**src/rtl/core/bdpc_pkg.sv**
```systemverilog
// shared types and constants of the button debounce press classifier
package bdpc_pkg;

    localparam int unsigned TimeWidth  = 32;
    localparam int unsigned LimitWidth = 16;
    localparam int unsigned EventWidth = 2;

    localparam logic [LimitWidth-1:0] DebounceLimitReset  = 16'd10;
    localparam logic [LimitWidth-1:0] LongPressLimitReset = 16'd1000;

    typedef enum logic [0:0] {
        REG_DEBOUNCE_LIMIT   = 1'b0,
        REG_LONG_PRESS_LIMIT = 1'b1
    } reg_index_t;

    typedef enum logic [EventWidth-1:0] {
        EVENT_NONE  = 2'd0,
        EVENT_SHORT = 2'd1,
        EVENT_LONG  = 2'd2
    } press_event_t;

    typedef enum logic [4:0] {
        PHASE_IDLE     = 5'b00001,
        PHASE_PRESS_DB = 5'b00010,
        PHASE_HELD     = 5'b00100,
        PHASE_LONG     = 5'b01000,
        PHASE_REL_DB   = 5'b10000
    } phase_t;

    typedef struct packed {
        phase_t                phase;
        logic [TimeWidth-1:0]  edge_time;
        logic [TimeWidth-1:0]  press_start_time;
    } tracker_state_t;

    typedef struct packed {
        logic [LimitWidth-1:0] debounce_limit;
        logic [LimitWidth-1:0] long_press_limit;
    } limits_t;

endpackage

```
**src/rtl/core/bdpc_step.sv**
```systemverilog
// next-state and event logic for one poll
module bdpc_step (
    input  bdpc_pkg::tracker_state_t                 state_cur,
    input  bdpc_pkg::limits_t                        limits,
    input  logic                                     pin_level,
    input  logic [bdpc_pkg::TimeWidth-1:0]           now_ms,
    output bdpc_pkg::tracker_state_t                 state_new,
    output bdpc_pkg::press_event_t                   event_new
);

    logic                            pressed;
    logic [bdpc_pkg::TimeWidth-1:0]  since_edge;
    logic [bdpc_pkg::TimeWidth-1:0]  since_press;
    logic                            debounce_over;
    logic                            long_over;

    assign pressed       = ~pin_level;
    assign since_edge    = now_ms - state_cur.edge_time;
    assign since_press   = now_ms - state_cur.press_start_time;
    assign debounce_over = since_edge >
        {{(bdpc_pkg::TimeWidth-bdpc_pkg::LimitWidth){1'b0}}, limits.debounce_limit};
    assign long_over     = since_press >
        {{(bdpc_pkg::TimeWidth-bdpc_pkg::LimitWidth){1'b0}}, limits.long_press_limit};

    always_comb
    begin
        state_new = state_cur;
        event_new = bdpc_pkg::EVENT_NONE;
        case (state_cur.phase)
            bdpc_pkg::PHASE_PRESS_DB:
            begin
                if (debounce_over)
                begin
                    state_new.phase            = bdpc_pkg::PHASE_HELD;
                    state_new.press_start_time = now_ms;
                end
                else if (!pressed)
                begin
                    state_new.phase     = bdpc_pkg::PHASE_IDLE;
                    state_new.edge_time = now_ms;
                end
            end
            bdpc_pkg::PHASE_HELD:
            begin
                if (long_over)
                begin
                    state_new.phase = bdpc_pkg::PHASE_LONG;
                end
                else if (!pressed)
                begin
                    state_new.phase     = bdpc_pkg::PHASE_REL_DB;
                    state_new.edge_time = now_ms;
                end
            end
            bdpc_pkg::PHASE_LONG:
            begin
                if (!pressed)
                begin
                    state_new.phase     = bdpc_pkg::PHASE_REL_DB;
                    state_new.edge_time = now_ms;
                end
            end
            bdpc_pkg::PHASE_REL_DB:
            begin
                if (debounce_over)
                begin
                    event_new       = long_over ? bdpc_pkg::EVENT_LONG : bdpc_pkg::EVENT_SHORT;
                    state_new.phase = bdpc_pkg::PHASE_IDLE;
                end
                else if (pressed)
                begin
                    state_new.phase     = long_over ? bdpc_pkg::PHASE_LONG
                                                    : bdpc_pkg::PHASE_HELD;
                    state_new.edge_time = now_ms;
                end
            end
            default:
            begin
                state_new.phase = bdpc_pkg::PHASE_IDLE;
                if (pressed)
                begin
                    state_new.phase     = bdpc_pkg::PHASE_PRESS_DB;
                    state_new.edge_time = now_ms;
                end
            end
        endcase
    end

endmodule

```
**src/rtl/core/button_debounce_press_classifier.sv**
```systemverilog
// Button debouncer with short and long press classification. Each input item is one poll
// (active-low pin level and a wrapping 32-bit millisecond timestamp) and gives exactly one
// result item: press_event is 0 while nothing ends, 1 when a short press is released and
// 2 when a long press is released. The tracker state and the result register are updated at
// the edge the item is accepted, and a new item is taken in every cycle in which the result
// register is empty or its item is being taken. The limits are written through wr_en,
// wr_index and wr_data; index 0 is the debounce limit (reset 10), index 1 the long-press
// limit (reset 1000).
module button_debounce_press_classifier (
    input  logic                                  clk,
    input  logic                                  rst_n,
    input  logic                                  in_valid,
    output logic                                  in_ready,
    input  logic                                  pin_level,
    input  logic [bdpc_pkg::TimeWidth-1:0]        now_ms,
    output logic                                  out_valid,
    input  logic                                  out_ready,
    output logic [bdpc_pkg::EventWidth-1:0]       press_event,
    input  logic                                  wr_en,
    input  logic [0:0]                            wr_index,
    input  logic [bdpc_pkg::LimitWidth-1:0]       wr_data
);

    bdpc_pkg::tracker_state_t  state_reg;
    bdpc_pkg::tracker_state_t  state_next;
    bdpc_pkg::limits_t         limits_reg;
    bdpc_pkg::press_event_t    event_next;
    bdpc_pkg::press_event_t    event_reg;
    logic                      out_valid_reg;
    logic                      accept;

    assign in_ready    = !out_valid_reg || out_ready;
    assign accept      = in_valid && in_ready;
    assign out_valid   = out_valid_reg;
    assign press_event = event_reg;

    bdpc_step u_step (
        .state_cur (state_reg),
        .limits    (limits_reg),
        .pin_level (pin_level),
        .now_ms    (now_ms),
        .state_new (state_next),
        .event_new (event_next)
    );

    always_ff @(posedge clk or negedge rst_n)
    begin
        if (!rst_n)
        begin
            limits_reg.debounce_limit   <= bdpc_pkg::DebounceLimitReset;
            limits_reg.long_press_limit <= bdpc_pkg::LongPressLimitReset;
        end
        else if (wr_en)
        begin
            case (wr_index)
                bdpc_pkg::REG_DEBOUNCE_LIMIT:   limits_reg.debounce_limit   <= wr_data;
                bdpc_pkg::REG_LONG_PRESS_LIMIT: limits_reg.long_press_limit <= wr_data;
                default:                        limits_reg                  <= limits_reg;
            endcase
        end
    end

    always_ff @(posedge clk or negedge rst_n)
    begin
        if (!rst_n)
        begin
            state_reg.phase            <= bdpc_pkg::PHASE_IDLE;
            state_reg.edge_time        <= '0;
            state_reg.press_start_time <= '0;
            out_valid_reg              <= 1'b0;
        end
        else
        begin
            if (accept)
            begin
                state_reg     <= state_next;
                out_valid_reg <= 1'b1;
            end
            else if (out_ready)
            begin
                out_valid_reg <= 1'b0;
            end
        end
    end

    always_ff @(posedge clk)
    begin
        if (accept)
        begin
            event_reg <= event_next;
        end
    end

endmodule

```
**config.mk**
```make
export PLATFORM = sky130hd
export DESIGN_NAME = button_debounce_press_classifier
export DESIGN_NICKNAME = d
export VERILOG_FILES = /design/src/rtl/core/bdpc_pkg.sv /design/src/rtl/core/bdpc_step.sv /design/src/rtl/core/button_debounce_press_classifier.sv
export SDC_FILE = /design/constraint.sdc
export NUM_CORES = 1
export LEC_CHECK = 0
export BUFFER_PORTS_ARGS = -buffer_cell sky130_fd_sc_hd__buf_2
export CORE_MARGIN = 3
export CORE_UTILIZATION = 55
export CTS_BUF_LIST = sky130_fd_sc_hd__clkbuf_16
export DETAILED_ROUTE_END_ITERATION = 16
export GPL_ROUTABILITY_DRIVEN = 0
export HOLD_SLACK_MARGIN = 0.06
export PLACE_DENSITY = 0.78
export REMOVE_ABC_BUFFERS = 1
export SYNTH_ARGS = -nofsm -noshare
export SYNTH_HDL_FRONTEND = slang
export SYNTH_HIERARCHICAL = 1
export SYNTH_SLANG_ARGS = --single-unit
```
**constraint.sdc**
```tcl
create_clock -name clk -period 7.1 [get_ports clk]
set_input_delay 1.42 -clock clk [delete_from_list [all_inputs] [get_ports clk]]
set_output_delay 1.42 -clock clk [all_outputs]
set_load 0.1 [all_outputs]
```
==> impl_metrics.py <==
metrics = {
    "placement": {
        "placedCellCount": 1398,
        "dp_hpwl_um": 19900,
        "io_buffers": 58,
        "place_ws_ns": 0.04131,
        "dpl_cell_area_um2": 10800,
    },
    "worst_setup_path": {
        "cp.required_ns": 7.35,
        "arrival_ns": 6.97,
        "r2r_start": "state_reg[3]",
        "cp-end-kind": "flop",
        "cp_slowest_cell": "or4_4",
        "cp_slowest_stage_delay_ns": 0.60,
        "crit_family": "simple AND/OR/NAND/NOR gates",
        "cp_num_buf_inv": 3,
        "startpoint": "now_ms[0]",
        "start_kind": "input port",
        "crit_fanout": 25,
        "worstSetupEndpoint": "state_reg[32]",
        "r2r-end": "state_reg[32]",
        "ff2ff_setup_slack_ns": 1.18,
        "crit_chain": "buf_2, inv_1, ha_1, fa_1, nand2b_1, a21oi_1, o21ai_0, nand2_1, xor2_1, ha_1, and2_1, a221o_1, a221o_1, o31ai_1, o221ai_1, nor4_1, nand4_1, or4_4, or3_1, a21oi_4, buf_12, mux2_1, mux2_4",
        "reg2reg_depth": 24,
        "path_class": "input port to flop",
        "cp.depth": 23,
    },
    "global_routing": {
        "grt_use_total_pct": 25.15,
        "antenna_found_initial": 0,
        "grt_pass1_vias": 8435,
        "grt_pass1_wl_um": 41920,
        "grt_max_degree": 75,
        "gr-total-overflow": 0,
    },
    "power": {
        "power_leakage_uw": 0.005246,
        "power_per_cell_area_nw_per_um2": 462.8,
        "vdd_ir_drop_max_v": 0.0001731,
    },
    "synth": {
        "synthFlopType": "dfrtp_1",
        "yosysSeqAreaShare_pct": 25.17,
        "synth.distinct_cells": 95,
        "synth_area_um2": 10420,
        "yosys_warnings": 6,
        "ys_top_cells_by_area": "dfrtp_1 22%, mux2_4 16%, ha_1 11%",
        "avgSynthCellArea_um2": 9.079,
        "synth_largest_area_cell": "dfrtp_1",
        "synthArstFlopShare_pct": 98.08,
        "synthCells": 1148,
        "ys_ff_latch": 104,
        "synth_top_area_share_pct": 22.33,
        "synth_edf_count": 2,
    },
    "timing": {
        "slew_violations": 0,
        "fin_ws_ns": 0.3799,
        "relSlewSlack_pct": 32.73,
        "period_needed_ns": 6.720,
        "fmax_ghz": 0.1488,
        "rsz0062_at_grt": "false",
        "worstMarginPinSlew_ns": 1.009,
        "final.period_utilization_pct": 94.65,
        "finalSetupViolations": 0,
        "hold_viol_final": 0,
        "finClkSkew_ns": 0.01266,
    },
    "routing": {
        "wl_per_cell_um": 18.20,
        "drtIter0Drc": 925,
        "routed_wl_um": 25730,
        "antenna_left": 0,
        "vias_per_cell": 6.211,
        "via_count": 8782,
        "drc": 0,
        "firstDrtPassIters": 6,
    },
    "finish": {
        "stdcell_count": 1414,
        "post-route-util_pct": 60.68,
        "syn2layout_area_growth_pct": 6.375,
        "stdcell_area_um2": 11090,
        "layout_commonest_cell": "inv_1",
        "largest_register_ff_count": 69,
        "drive_above_1_share_pct": 22.11,
        "nNetsFinal": 1331,
        "mostFrequentLayoutCells": "117 x inv_1, 108 x mux2_4, 101 x nand2_1",
        "antennaDiodeCount": 0,
    },
    "floorplanning": {
        "rows": 49,
        "ios": 59,
        "die_x_um": 143.7,
        "die_y_um": 143.7,
        "start_util_pct": 57.05,
        "fp.dieArea_um2": 20640,
        "core_um2": 18270,
    },
    "clock_network": {
        "clockBufferDepth": 2,
        "clock-sinks": 104,
        "cts-hold-fix-buffers": 0,
        "cts_tree": "built",
        "cts_buffers": 9,
        "htree_levels": 3,
        "cts_setup_buffers": 0,
        "clk_pin_slew_ns": 0.08,
        "cts_resized": 0,
        "insertion_delay_ns": 0.37,
        "root_buffer": "clkbuf_16",
    },
    "min_path": {
        "min_path_type": "flop to flop",
        "min_path_cells": 1,
    },
    "flow_run": {
        "drv_cap": 0,
    },
    "run_status": {
        "outcome": "complete, no violations",
    },
}
-- synthesized netlist by cell type, types with 4 or more instances --
| cell type | count |
|---|---|
| o21ai_0 | 57 |
| dfrtp_1 | 93 |
| mux2i_1 | 5 |
| a21o_1 | 15 |
| clkbuf_1 | 25 |
| nor2b_1 | 8 |
| mux2_2 | 27 |
| a211oi_1 | 10 |
| a31oi_1 | 4 |
| nor3_1 | 14 |
| inv_1 | 116 |
| xnor2_1 | 24 |
| o22ai_1 | 4 |
| nand2b_1 | 6 |
| dfstp_2 | 9 |
| o211ai_1 | 16 |
| a41oi_1 | 5 |
| nand2_1 | 101 |
| nor2_1 | 60 |
| o21bai_1 | 7 |
| a21oi_1 | 87 |
| mux2_4 | 108 |
| and3_1 | 6 |
| nand3_1 | 25 |
| and2_1 | 6 |
| ha_1 | 94 |
| buf_2 | 5 |
| buf_6 | 13 |
| or3_1 | 5 |
| o21ai_1 | 26 |
| nand4_1 | 25 |
| nor4_1 | 9 |
| xor2_1 | 19 |
| o21a_1 | 17 |
-- worst min-delay path by stage --
stage | start | end | slack [ns]
2_1_floorplan | limits_reg[10] | limits_reg[10] | 0.48
3_3_place_gp | limits_reg[2] | limits_reg[2] | 0.49
3_5_place_dp | state_reg[7] | state_reg[7] | 0.49
4_1_cts | limits_reg[1] | limits_reg[1] | 0.51
5_1_grt | limits_reg[15] | limits_reg[15] | 0.52
6_report | limits_reg[1] | limits_reg[1] | 0.51
-- cell type report --
| class | instances | area [um2] |
|---|---|---|
| inverters | 116 | 435.4 |
| clock buffers | 9 | 225.2 |
| well taps | 229 | 286.5 |
| multi-input cells | 881 | 7057 |
| repair buffers | 68 | 392.9 |
| flip-flops and latches | 104 | 2624 |
| fillers | 1563 | 7183 |
| clock inverters | 7 | 66.31 |
-- where the power goes --
part | switching (uW) | internal [uW] | leakage, uW
registers | 162 | 816 | 0.00124
clock network | 256 | 246 | 0.000140
logic | 1950 | 1700 | 0.00387
total | 2370 | 2760 | 0.00525
-- stage by stage --
step           hold WS, ns  power [uW]  setup TNS [ns]
4_1_cts             0.5123        5076               0
2_1_floorplan       0.4794        3778          -8.558
3_5_place_dp        0.4914        4532               0
5_1_grt             0.5224        5549               0
6_report            0.5100        5131               0
3_3_place_gp        0.4883        4435               0
-- metal layers --
metal	vias up	share of wire, %	track usage [%]
met5	-	0	0
met4	0	3.1	8.821
met3	73	5.6	4.027
met2	314	45	39.60
met1	4188	46	35.24
li1	4207	-	-
-- logic make-up after synthesis --
kind of cell    synth area share (%)
compound gates                 19.18
xor+xnor                       3.613
fa+ha+maj                      11.67
buf+inv                        7.263
flops                          25.17
mux                            19.17
simple gates                   13.93
Power figures use the tool's default switching activity.
